===== config.mk =====
export PLATFORM = sky130hd
export DESIGN_NAME = line_substring_match_scanner
export DESIGN_NICKNAME = d
export VERILOG_FILES = /design/src/rtl/lssm_pkg.sv /design/src/rtl/lssm_cell.sv /design/src/rtl/lssm_track.sv /design/src/rtl/lssm_queue.sv /design/src/rtl/line_substring_match_scanner.sv
export SDC_FILE = /design/constraint.sdc
export NUM_CORES = 2
export LEC_CHECK = 0
export BUFFER_PORTS_ARGS = -buffer_cell sky130_fd_sc_hd__buf_2
export CAP_MARGIN = 20
export CELL_PAD_IN_SITES_DETAIL_PLACEMENT = 0
export CELL_PAD_IN_SITES_GLOBAL_PLACEMENT = 1
export CORE_MARGIN = 5
export CORE_UTILIZATION = 45
export DETAILED_ROUTE_END_ITERATION = 8
export PLACE_DENSITY = 0.86
export SYNTH_ARGS = -nofsm -noshare
export SYNTH_HDL_FRONTEND = slang
export SYNTH_SLANG_ARGS = --single-unit

===== constraint.sdc =====
create_clock -name i_clk -period 10.9 [get_ports i_clk]
set_input_delay 3.27 -clock i_clk [delete_from_list [all_inputs] [get_ports i_clk]]
set_output_delay 3.27 -clock i_clk [all_outputs]
set_load 0.005 [all_outputs]

===== src/rtl/lssm_pkg.sv =====
// ----------------------------------------------------------------------------
// lssm_pkg
// Types, constants and helper functions shared by the line substring scanner.
// ----------------------------------------------------------------------------
`default_nettype none

package lssm_pkg;

    localparam int MAX_PATTERN = 32;
    localparam int PAT_IDX_W   = $clog2(MAX_PATTERN);
    localparam int LEN_W       = 6;
    localparam int CFG_IDX_W   = 3;
    localparam int CFG_DATA_W  = 64;
    localparam int PAT_REGS    = 4;
    localparam int PAT_W       = CFG_DATA_W * PAT_REGS;

    // The result queue holds entries of up to two results each.
    // Q_DEPTH must be a power of two.
    localparam int Q_DEPTH   = 4;
    localparam int Q_PTR_W   = $clog2(Q_DEPTH);
    localparam int Q_CNT_W   = Q_PTR_W + 1;

    localparam logic [7:0]  CR_BYTE  = 8'h0D;
    localparam logic [7:0]  LF_BYTE  = 8'h0A;
    localparam logic [15:0] COL_MAX  = 16'hFFFF;
    localparam logic [31:0] LINE_MAX = 32'hFFFF_FFFF;

    localparam logic [CFG_IDX_W-1:0] CFG_PAT_0 = 3'd0;
    localparam logic [CFG_IDX_W-1:0] CFG_PAT_1 = 3'd1;
    localparam logic [CFG_IDX_W-1:0] CFG_PAT_2 = 3'd2;
    localparam logic [CFG_IDX_W-1:0] CFG_PAT_3 = 3'd3;
    localparam logic [CFG_IDX_W-1:0] CFG_LEN   = 3'd4;
    localparam logic [CFG_IDX_W-1:0] CFG_CASE  = 3'd5;

    // How many line bytes enter the window for one accepted input byte.
    typedef enum logic [1:0] {
        SHIFT_NONE,
        SHIFT_ONE,
        SHIFT_TWO
    } t_shift;

    typedef struct packed {
        logic [7:0] data_byte;
        logic       end_of_file;
    } t_in;

    typedef struct packed {
        logic [31:0] line_no;
        logic [15:0] start_column;
        logic        last_of_run;
    } t_out;

    // Window compare results handed from the cell row to the line tracker.
    typedef struct packed {
        t_shift shift;
        logic   hit_a;
        logic   hit_b;
        logic   is_lf;
        logic   eof;
    } t_scan;

    // One queue entry: both results of one input byte share its line.
    typedef struct packed {
        logic [31:0] line;
        logic [15:0] col_a;
        logic [15:0] col_b;
        logic        two;
    } t_entry;

    function automatic logic [7:0] fold_byte(input logic [7:0] b, input logic fold_en);
        logic [7:0] r;
        r = b;
        if (fold_en && (b >= 8'h41) && (b <= 8'h5A)) begin
            r = b + 8'h20;
        end
        return r;
    endfunction

endpackage

`default_nettype wire


===== src/rtl/lssm_cell.sv =====
// ----------------------------------------------------------------------------
// lssm_cell
// One position of the recent-byte window with its pattern compare.
// ----------------------------------------------------------------------------
`default_nettype none

module lssm_cell (
    input  wire logic            i_clk,
    input  wire logic            i_rst_n,
    input  wire lssm_pkg::t_shift i_shift,
    input  wire logic [7:0]      i_prev1,
    input  wire logic [7:0]      i_prev2,
    input  wire logic [7:0]      i_pat,
    input  wire logic            i_fold_en,
    output logic [7:0]           o_byte,
    output logic                 o_eq_a,
    output logic                 o_eq_b
);
    import lssm_pkg::*;

    logic [7:0] r_byte;
    logic [7:0] n_byte;

    // i_prev1 is this position after a one-byte shift, i_prev2 after two.
    always_comb begin
        case (i_shift)
            SHIFT_NONE: n_byte = r_byte;
            SHIFT_ONE:  n_byte = i_prev1;
            SHIFT_TWO:  n_byte = i_prev2;
            default:    n_byte = r_byte;
        endcase
    end

    always_ff @(posedge i_clk) begin
        if (!i_rst_n) begin
            r_byte <= 8'h00;
        end else begin
            r_byte <= n_byte;
        end
    end

    assign o_byte = r_byte;
    assign o_eq_a = (fold_byte(i_prev1, i_fold_en) == i_pat);
    assign o_eq_b = (fold_byte(i_prev2, i_fold_en) == i_pat);

endmodule

`default_nettype wire


===== src/rtl/lssm_track.sv =====
// ----------------------------------------------------------------------------
// lssm_track
// Line, column and overlap bookkeeping; turns window hits into results.
// ----------------------------------------------------------------------------
`default_nettype none

module lssm_track (
    input  wire logic                   i_clk,
    input  wire logic                   i_rst_n,
    input  wire logic                   i_valid,
    input  wire lssm_pkg::t_scan        i_scan,
    input  wire logic [lssm_pkg::LEN_W-1:0] i_len,
    output logic                        o_push,
    output lssm_pkg::t_entry            o_entry
);
    import lssm_pkg::*;

    logic [15:0]      r_bytes;
    logic [31:0]      r_line;
    logic [LEN_W-1:0] r_block;
    logic [15:0]      n_bytes;
    logic [31:0]      n_line;
    logic [LEN_W-1:0] n_block;

    logic [15:0]      len16;
    logic             do1;
    logic             do2;
    logic [15:0]      bil1;
    logic [15:0]      bil2;
    logic [LEN_W-1:0] ob1;
    logic [LEN_W-1:0] ob1p;
    logic [LEN_W-1:0] ob2;
    logic [LEN_W-1:0] ob2p;
    logic             c1;
    logic             c2;
    logic [15:0]      col1;
    logic [15:0]      col2;

    assign len16 = {10'd0, i_len};
    assign do1   = i_valid && (i_scan.shift != SHIFT_NONE);
    assign do2   = i_valid && (i_scan.shift == SHIFT_TWO);

    // First scanned byte, then the second one on top of its result.
    always_comb begin
        bil1 = (r_bytes == COL_MAX) ? COL_MAX : r_bytes + 16'd1;
        ob1  = (r_block != '0) ? r_block - 1'b1 : r_block;
        c1   = do1 && (ob1 == '0) && (bil1 >= len16) && i_scan.hit_a;
        col1 = (bil1 == COL_MAX) ? COL_MAX : bil1 - len16 + 16'd1;
        ob1p = c1 ? i_len : ob1;

        bil2 = (bil1 == COL_MAX) ? COL_MAX : bil1 + 16'd1;
        ob2  = (ob1p != '0) ? ob1p - 1'b1 : ob1p;
        c2   = do2 && (ob2 == '0) && (bil2 >= len16) && i_scan.hit_b;
        col2 = (bil2 == COL_MAX) ? COL_MAX : bil2 - len16 + 16'd1;
        ob2p = c2 ? i_len : ob2;
    end

    always_comb begin
        n_bytes = r_bytes;
        n_block = r_block;
        n_line  = r_line;
        if (do2) begin
            n_bytes = bil2;
            n_block = ob2p;
        end else if (do1) begin
            n_bytes = bil1;
            n_block = ob1p;
        end
        if (i_valid && i_scan.is_lf) begin
            n_line  = (r_line == LINE_MAX) ? LINE_MAX : r_line + 32'd1;
            n_bytes = '0;
            n_block = '0;
        end
        if (i_valid && i_scan.eof) begin
            n_line  = 32'd1;
            n_bytes = '0;
            n_block = '0;
        end
    end

    always_ff @(posedge i_clk) begin
        if (!i_rst_n) begin
            r_bytes <= '0;
            r_line  <= 32'd1;
            r_block <= '0;
        end else begin
            r_bytes <= n_bytes;
            r_line  <= n_line;
            r_block <= n_block;
        end
    end

    always_comb begin
        o_push        = c1 || c2;
        o_entry.line  = r_line;
        o_entry.col_a = c1 ? col1 : col2;
        o_entry.col_b = col2;
        o_entry.two   = c1 && c2;
    end

endmodule

`default_nettype wire


===== src/rtl/lssm_queue.sv =====
// ----------------------------------------------------------------------------
// lssm_queue
// Result queue; each entry carries one or two results and is drained one
// result per output transfer.
// ----------------------------------------------------------------------------
`default_nettype none

module lssm_queue (
    input  wire logic                      i_clk,
    input  wire logic                      i_rst_n,
    input  wire logic                      i_push,
    input  wire lssm_pkg::t_entry          i_entry,
    output logic                           o_valid,
    input  wire logic                      i_stall,
    output lssm_pkg::t_out                 o_data,
    output logic [lssm_pkg::Q_CNT_W-1:0]   o_count
);
    import lssm_pkg::*;

    t_entry             r_mem [Q_DEPTH];
    logic [Q_PTR_W-1:0] r_wr_ptr;
    logic [Q_PTR_W-1:0] r_rd_ptr;
    logic [Q_CNT_W-1:0] r_count;
    logic               r_second;
    logic [Q_CNT_W-1:0] n_count;
    logic               xfer;
    logic               pop;
    t_entry             head;

    assign head = r_mem[r_rd_ptr];
    assign xfer = o_valid && !i_stall;
    // An entry leaves once its last result has been transferred.
    assign pop  = xfer && (r_second || !head.two);

    always_comb begin
        n_count = r_count;
        if (i_push && !pop) begin
            n_count = r_count + 1'b1;
        end else if (!i_push && pop) begin
            n_count = r_count - 1'b1;
        end
    end

    always_ff @(posedge i_clk) begin
        if (i_push) begin
            r_mem[r_wr_ptr] <= i_entry;
        end
    end

    always_ff @(posedge i_clk) begin
        if (!i_rst_n) begin
            r_wr_ptr <= '0;
            r_rd_ptr <= '0;
            r_count  <= '0;
            r_second <= 1'b0;
        end else begin
            r_count <= n_count;
            if (i_push) begin
                r_wr_ptr <= r_wr_ptr + 1'b1;
            end
            if (pop) begin
                r_rd_ptr <= r_rd_ptr + 1'b1;
                r_second <= 1'b0;
            end else if (xfer) begin
                r_second <= 1'b1;
            end
        end
    end

    always_comb begin
        o_valid             = (r_count != '0);
        o_data.line_no      = head.line;
        o_data.start_column = r_second ? head.col_b : head.col_a;
        o_data.last_of_run  = r_second || !head.two;
        o_count             = r_count;
    end

endmodule

`default_nettype wire


===== src/rtl/line_substring_match_scanner.sv =====
// ----------------------------------------------------------------------------
// line_substring_match_scanner
// Streaming per-line substring search over a byte stream.
// ----------------------------------------------------------------------------
// Bytes of a file enter on the input channel (i_in_valid / o_in_stall), one
// per transfer, with end_of_file set on the last byte. Each match of the
// configured pattern leaves on the output channel (o_out_valid / i_out_stall)
// as its line number and 1-based start column; last_of_run marks the final
// result caused by one input byte (a held-back CR can make it two).
// The pattern, its length and the case mode are written through the
// configuration channel, which is always ready; the user must write them only
// while no byte is in flight, as the block does not enforce it. A result is
// offered once its byte has passed the stage register and the tracking stage
// has written it into the result queue. Throughput: one byte per cycle while
// the input is not stalled; the row of 32 window cells compares all pattern
// positions at once. A byte giving two results needs two output transfers. The
// input stalls when the four-entry result queue, counting the entry still in
// the tracking stage, is full, so a stalled receiver backs up into the input.
// Reset sets the pattern to zero, the length and case mode to one, the line
// number to one and empties the queue and the window.
// ----------------------------------------------------------------------------
`default_nettype none

module line_substring_match_scanner (
    input  wire logic                              i_clk,
    input  wire logic                              i_rst_n,
    input  wire logic                              i_in_valid,
    output logic                                   o_in_stall,
    input  wire lssm_pkg::t_in                     i_in_data,
    output logic                                   o_out_valid,
    input  wire logic                              i_out_stall,
    output lssm_pkg::t_out                         o_out_data,
    input  wire logic                              i_cfg_valid,
    output logic                                   o_cfg_ready,
    input  wire logic [lssm_pkg::CFG_IDX_W-1:0]    i_cfg_index,
    input  wire logic [lssm_pkg::CFG_DATA_W-1:0]   i_cfg_data
);
    import lssm_pkg::*;

    // Configuration registers.
    logic [CFG_DATA_W-1:0] r_pat [PAT_REGS];
    logic [LEN_W-1:0]      r_len;
    logic                  r_case;

    // Window side state and the stage register toward the tracker.
    logic                  r_pend;
    logic                  n_pend;
    logic                  r_s1_valid;
    t_scan                 r_s1;

    logic                  accept;
    logic                  is_lf;
    logic                  is_cr;
    t_shift                shift;
    logic [7:0]            x1;
    logic [7:0]            x2;

    logic [LEN_W-1:0]      len_eff;
    logic [PAT_IDX_W-1:0]  len_m1;
    logic [PAT_W-1:0]      pat_flat;
    logic [PAT_W-1:0]      pat_rev;
    logic [2*PAT_W-1:0]    pat_dbl;
    logic [2*PAT_W-1:0]    pat_shifted;
    logic [PAT_W-1:0]      pat_aligned;

    logic [7:0]            cell_byte [MAX_PATTERN];
    logic [MAX_PATTERN-1:0] eq_a;
    logic [MAX_PATTERN-1:0] eq_b;
    logic [MAX_PATTERN-1:0] active;
    logic                  hit_a;
    logic                  hit_b;

    logic                  push;
    t_entry                entry;
    logic [Q_CNT_W-1:0]    q_count;
    logic [Q_CNT_W:0]      q_used;

    // ---------------- configuration ----------------
    assign o_cfg_ready = 1'b1;

    always_ff @(posedge i_clk) begin
        if (!i_rst_n) begin
            for (int k = 0; k < PAT_REGS; k++) begin
                r_pat[k] <= '0;
            end
            r_len  <= LEN_W'(1);
            r_case <= 1'b1;
        end else if (i_cfg_valid && o_cfg_ready) begin
            case (i_cfg_index)
                CFG_PAT_0: r_pat[0] <= i_cfg_data;
                CFG_PAT_1: r_pat[1] <= i_cfg_data;
                CFG_PAT_2: r_pat[2] <= i_cfg_data;
                CFG_PAT_3: r_pat[3] <= i_cfg_data;
                CFG_LEN:   r_len    <= i_cfg_data[LEN_W-1:0];
                CFG_CASE:  r_case   <= i_cfg_data[0];
                default:   ;
            endcase
        end
    end

    // Out of range lengths clamp to 1..MAX_PATTERN.
    always_comb begin
        if (r_len == '0) begin
            len_eff = LEN_W'(1);
        end else if (r_len > LEN_W'(MAX_PATTERN)) begin
            len_eff = LEN_W'(MAX_PATTERN);
        end else begin
            len_eff = r_len;
        end
    end
    assign len_m1 = PAT_IDX_W'(len_eff - 1'b1);

    // Cell j compares against pattern byte (len - 1 - j): reverse the pattern
    // and rotate it by (32 - len) bytes.
    always_comb begin
        pat_flat = {r_pat[3], r_pat[2], r_pat[1], r_pat[0]};
        for (int j = 0; j < MAX_PATTERN; j++) begin
            pat_rev[8*j +: 8] = pat_flat[8*(MAX_PATTERN-1-j) +: 8];
        end
        pat_dbl     = {pat_rev, pat_rev};
        pat_shifted = pat_dbl >> {~len_m1, 3'b000};
        for (int j = 0; j < MAX_PATTERN; j++) begin
            pat_aligned[8*j +: 8] = fold_byte(pat_shifted[8*j +: 8], !r_case);
            active[j]             = (PAT_IDX_W'(j) <= len_m1);
        end
    end

    // ---------------- input side ----------------
    assign q_used     = {1'b0, q_count} + (Q_CNT_W+1)'(r_s1_valid);
    assign o_in_stall = (q_used >= (Q_CNT_W+1)'(Q_DEPTH));
    assign accept     = i_in_valid && !o_in_stall;
    assign is_lf      = (i_in_data.data_byte == LF_BYTE);
    assign is_cr      = (i_in_data.data_byte == CR_BYTE);

    // A CR is held back until the next byte shows whether it ends the line.
    always_comb begin
        shift  = SHIFT_NONE;
        x1     = i_in_data.data_byte;
        x2     = i_in_data.data_byte;
        n_pend = r_pend;
        if (accept) begin
            if (is_lf) begin
                n_pend = 1'b0;
            end else if (r_pend) begin
                x1 = CR_BYTE;
                if (is_cr) begin
                    shift  = SHIFT_ONE;
                    n_pend = 1'b1;
                end else begin
                    shift  = SHIFT_TWO;
                    n_pend = 1'b0;
                end
            end else if (is_cr) begin
                n_pend = 1'b1;
            end else begin
                shift = SHIFT_ONE;
            end
            if (i_in_data.end_of_file) begin
                n_pend = 1'b0;
            end
        end
    end

    // ---------------- cell row ----------------
    for (genvar j = 0; j < MAX_PATTERN; j++) begin : g_cell
        logic [7:0] prev1;
        logic [7:0] prev2;
        if (j == 0) begin : g_first
            assign prev1 = x1;
            assign prev2 = x2;
        end else if (j == 1) begin : g_second
            assign prev1 = cell_byte[0];
            assign prev2 = x1;
        end else begin : g_rest
            assign prev1 = cell_byte[j-1];
            assign prev2 = cell_byte[j-2];
        end

        lssm_cell u_cell (
            .i_clk     (i_clk),
            .i_rst_n   (i_rst_n),
            .i_shift   (shift),
            .i_prev1   (prev1),
            .i_prev2   (prev2),
            .i_pat     (pat_aligned[8*j +: 8]),
            .i_fold_en (!r_case),
            .o_byte    (cell_byte[j]),
            .o_eq_a    (eq_a[j]),
            .o_eq_b    (eq_b[j])
        );
    end

    assign hit_a = &(eq_a | ~active);
    assign hit_b = &(eq_b | ~active);

    always_ff @(posedge i_clk) begin
        if (!i_rst_n) begin
            r_pend     <= 1'b0;
            r_s1_valid <= 1'b0;
        end else begin
            r_pend     <= n_pend;
            r_s1_valid <= accept;
        end
    end

    always_ff @(posedge i_clk) begin
        if (accept) begin
            r_s1.shift <= shift;
            r_s1.hit_a <= hit_a;
            r_s1.hit_b <= hit_b;
            r_s1.is_lf <= is_lf;
            r_s1.eof   <= i_in_data.end_of_file;
        end
    end

    // ---------------- tracking and results ----------------
    lssm_track u_track (
        .i_clk   (i_clk),
        .i_rst_n (i_rst_n),
        .i_valid (r_s1_valid),
        .i_scan  (r_s1),
        .i_len   (len_eff),
        .o_push  (push),
        .o_entry (entry)
    );

    lssm_queue u_queue (
        .i_clk   (i_clk),
        .i_rst_n (i_rst_n),
        .i_push  (push),
        .i_entry (entry),
        .o_valid (o_out_valid),
        .i_stall (i_out_stall),
        .o_data  (o_out_data),
        .o_count (q_count)
    );

endmodule

`default_nettype wire

==> results.sh <==
export IMPL_outcome="finished clean"
export IMPL_worst_setup_ep_type="flip-flop"
export IMPL_post_cts_setup_buffer_count=0
export IMPL_initial_utilization_pct=45.3
export IMPL_clk_transition_reported_paths_ns=0.06
export IMPL_finalHoldViolations=0
export IMPL_detailed_place_area_um2=76200
export IMPL_post_synth_cell_area_avg_um2=8.92
export IMPL_cts_sinks=843
export IMPL_ys_seq_area_share_pct=30.0
export IMPL_power_density_nw_per_um2=141
export IMPL_crit_type="flip-flop to flip-flop"
export IMPL_placement_rows=148
export IMPL_async_flop_share_pct=0
export IMPL_grt_start_max_net_pins=238
export IMPL_synth_top_cell_area_share_pct=21.3
export IMPL_place_gp_congestion=1.11
export IMPL_synth_area_um2=73700
export IMPL_grt_util_all_layers_pct=43.0
export IMPL_boundaryPins=133
export IMPL_globalRoute_totalOverflow=0
export IMPL_timing_clock_skew_ns=0.0622
export IMPL_areaGrowthSynthToFinish_pct=7.79
export IMPL_cts_repair_resized=0
export IMPL_crit_required_ns=11.45
export IMPL_dr_first_iter_drc_count=11300
export IMPL_synth_cell_types=126
export IMPL_final_max_slew_viol_count=0
export IMPL_maxClockFrequency_mhz=108
export IMPL_avgRoutedWirePerCell_um=37.6
export IMPL_timing_max_slew_rel_slack_pct=13.0
export IMPL_mappedNetlistNets=8498
export IMPL_clock_root_buffer="sky130_fd_sc_hd__clkbuf_16"
export IMPL_total_neg_setup_slack_ns=0
export IMPL_floorplan_core_area_um2=163000
export IMPL_rsz0062_at_grt="false"
export IMPL_worst_skew_pair_late_latency_ns=0.81
export IMPL_cts_tree="done"
export IMPL_yosysWarningCount=0
export IMPL_max_cap_violations=0
export IMPL_die_y_um=415
export IMPL_timing_critical_path_max_delay_family="compound AO/OA/AOI/OAI gates"
export IMPL_cp_arrival_ns=9.76
export IMPL_numPortBuffers=131
export IMPL_synthCells=8259
export IMPL_post_layout_net_count=8267
export IMPL_layout_worst_path_cycle_share_pct=84.6
export IMPL_synth_flop_cell="sky130_fd_sc_hd__edfxtp_1"
export IMPL_fp_dieArea_um2=172000
export IMPL_layout_filler_cells=15000
export IMPL_wirelength_um=387000
export IMPL_final_layout_size_suffix_gt1_share_pct=12.2
export IMPL_clock_tree_buffer_depth=3
export IMPL_antenna_left=0
export IMPL_synth_enable_flop_cells=522
export IMPL_cts_htree_levels=3
export IMPL_synthMostInstantiatedCell="sky130_fd_sc_hd__nor2_1"
export IMPL_grt_antenna_before_repair=43
export IMPL_clock_buffers_created_by_tritoncts=90
export IMPL_power_static_leakage_uw=0.0289
export IMPL_synth_top_cells_by_area="sky130_fd_sc_hd__edfxtp_1, sky130_fd_sc_hd__mux2i_1, sky130_fd_sc_hd__dfxtp_1"
export IMPL_grt_pass1_vias=65300
export IMPL_detail_route_vias_per_cell=6.96
export IMPL_crit_path_cell_trace="or4_4 > a21oi_4 > ha_4 > buf_4 > nand2b_1 > or3_1 > o311ai_1 > o31ai_1 > mux2i_1 > mux2i_1 > a21boi_0 > o22ai_1 > o41ai_2 > xnor2_1 > o41ai_1 > o2111ai_1 > a2111oi_2 > nand4_1 > a2111oi_2"
export IMPL_cts_hold_repair_buffers=0
export IMPL_die_w_um=415
export IMPL_synth_top_cells_by_count="sky130_fd_sc_hd__nor2_1, sky130_fd_sc_hd__mux2i_1, sky130_fd_sc_hd__a21oi_1"
export IMPL_hold_class="flip-flop to flip-flop"
export IMPL_timing_critical_path_from_type="flip-flop"
export IMPL_critPathMaxStageDelay_ns=0.99
export IMPL_min_period_ns=9.22
export IMPL_grt_pass1_wl_um=530000
export IMPL_dp_hpwl_um=305000
export IMPL_drc_errors=0
export IMPL_synth_area_leader_cell="sky130_fd_sc_hd__edfxtp_1"
export IMPL_finalSetupViolations=0
export IMPL_detailedRoute_firstPassIterationCount=7
export IMPL_cpMaxStageDelayCell="sky130_fd_sc_hd__o31ai_1"
export IMPL_worst_vdd_rail_ir_drop_v=0.000215
export IMPL_yosys_register_bits=843
export IMPL_layout_cell_area_non_filler_um2=79400
export IMPL_worst_path_buf_inv=1
export IMPL_vias=71700
export IMPL_crit_path_max_fanout=49
export IMPL_worst_pin_slew_ns=1.30
## tightest hold or removal path: cells and delay by family (launching register included)
family / cells / cell delay (ns)
flip-flops: 1 / 0.34
AND/OR/NAND/NOR: 1 / 0.07
AO/OA/AOI/OAI: 1 / 0.05
## registers in the layout, indices dropped and copies added, names as in the netlist, 3 cells and up, named ones only
name                  flops
u_queue.o_count           3
u_track.r_bytes          16
g_cell.u_cell.o_byte    248
u_track.r_line           32
u_queue.r_mem           260
r_s1                      6
r_pat                   256
u_track.r_block           6
r_len                     6
## cells in the final DEF, fill, tap and decap left out, types with 121 or more instances in the layout
| cell type | Yosys | layout |
|---|---|---|
| sky130_fd_sc_hd__o21ai_0 | 234 | 223 |
| sky130_fd_sc_hd__dfxtp_1 | 321 | 316 |
| sky130_fd_sc_hd__a21oi_1 | 545 | 544 |
| sky130_fd_sc_hd__buf_4 | 55 | 234 |
| sky130_fd_sc_hd__nand2_1 | 412 | 410 |
| sky130_fd_sc_hd__nand4_1 | 150 | 150 |
| sky130_fd_sc_hd__nor3_1 | 185 | 184 |
| sky130_fd_sc_hd__mux2i_1 | 794 | 779 |
| sky130_fd_sc_hd__mux2_2 | 129 | 129 |
| sky130_fd_sc_hd__edfxtp_1 | 522 | 522 |
| sky130_fd_sc_hd__buf_2 | 179 | 132 |
| sky130_fd_sc_hd__and2_1 | 368 | 364 |
| sky130_fd_sc_hd__a22oi_1 | 147 | 147 |
| sky130_fd_sc_hd__inv_1 | 202 | 201 |
| sky130_fd_sc_hd__nor2_1 | 807 | 804 |
| sky130_fd_sc_hd__mux4_2 | 176 | 176 |
| sky130_fd_sc_hd__xor2_1 | 238 | 238 |
| sky130_fd_sc_hd__a31oi_1 | 131 | 130 |
| sky130_fd_sc_hd__ha_1 | 151 | 149 |
| sky130_fd_sc_hd__nand3_1 | 221 | 221 |
| sky130_fd_sc_hd__o22ai_1 | 123 | 121 |
| sky130_fd_sc_hd__xnor2_1 | 295 | 295 |
## routing by layer
metal  part of all wire (%)  wire length [um]  global-route usage (%)
met5                 0.0070                27                       0
met4                    6.7             25800                    23.1
met3                     11             43200                    11.2
met1                     40            153000                    56.9
met2                     42            164000                    64.3
## through the flow
stage               cells  hold WS (ns)  power, uW  setup WS [ns]  util [%]
finish              10300         0.511      11200           1.68      48.8
global route        10300         0.531      11500           1.35      48.8
CTS                 10300         0.503      11100           1.85      48.7
detailed placement  10100         0.495       7760           1.89      46.8
global placement    10100         0.485       7720           2.07      46.8
floorplan            8259         0.445       6100           2.12         -
## cells by family (layout without fill, tap and decap cells)
group	after synthesis	in the layout	synth area share (%)
and+or+nand+nor	2664	2664	18.3
other	1	18	0.00509
xor gates and xnor gates	535	535	6.39
muxes	1105	1105	18.3
AOI/OAI and AO/OA	2033	2033	18.8
DFF	843	843	30.0
buffers and inverters	920	762	5.50
adders and majority gates	158	158	2.75
## where the power goes
part           internal (uW)  switching [uW]  leakage, uW  total [uW]
clock                   1850            1460      0.00150        3310
sequential              3580             180      0.00749        3760
combinational           1300            2850       0.0199        4150
## layout make-up
class | instances | area (um2) | share of cell area (%)
flip-flops and latches | 843 | 22100 | 27.8
repair buffers | 389 | 2790 | 3.51
diodes | 17 | 42.5 | 0.0535
clock buffers | 122 | 2500 | 3.14
multi-input cells | 6496 | 47900 | 60.2
clock inverters | 43 | 622 | 0.783
inverters | 208 | 801 | 1.01
well taps | 2175 | 2720 | 3.43
## final timing paths
check	start	to	slack [ns]	cells after the start
max	r_len[1]	r_s1[3]	1.68	19
min	u_track.r_block[4]	u_track.r_block[4]	0.51	2
max reg2reg	r_len[1]	r_s1[3]	1.68	19
min reg2reg	u_track.r_block[4]	u_track.r_block[4]	0.51	2
No activity file was read; power rests on OpenSTA's default activity.
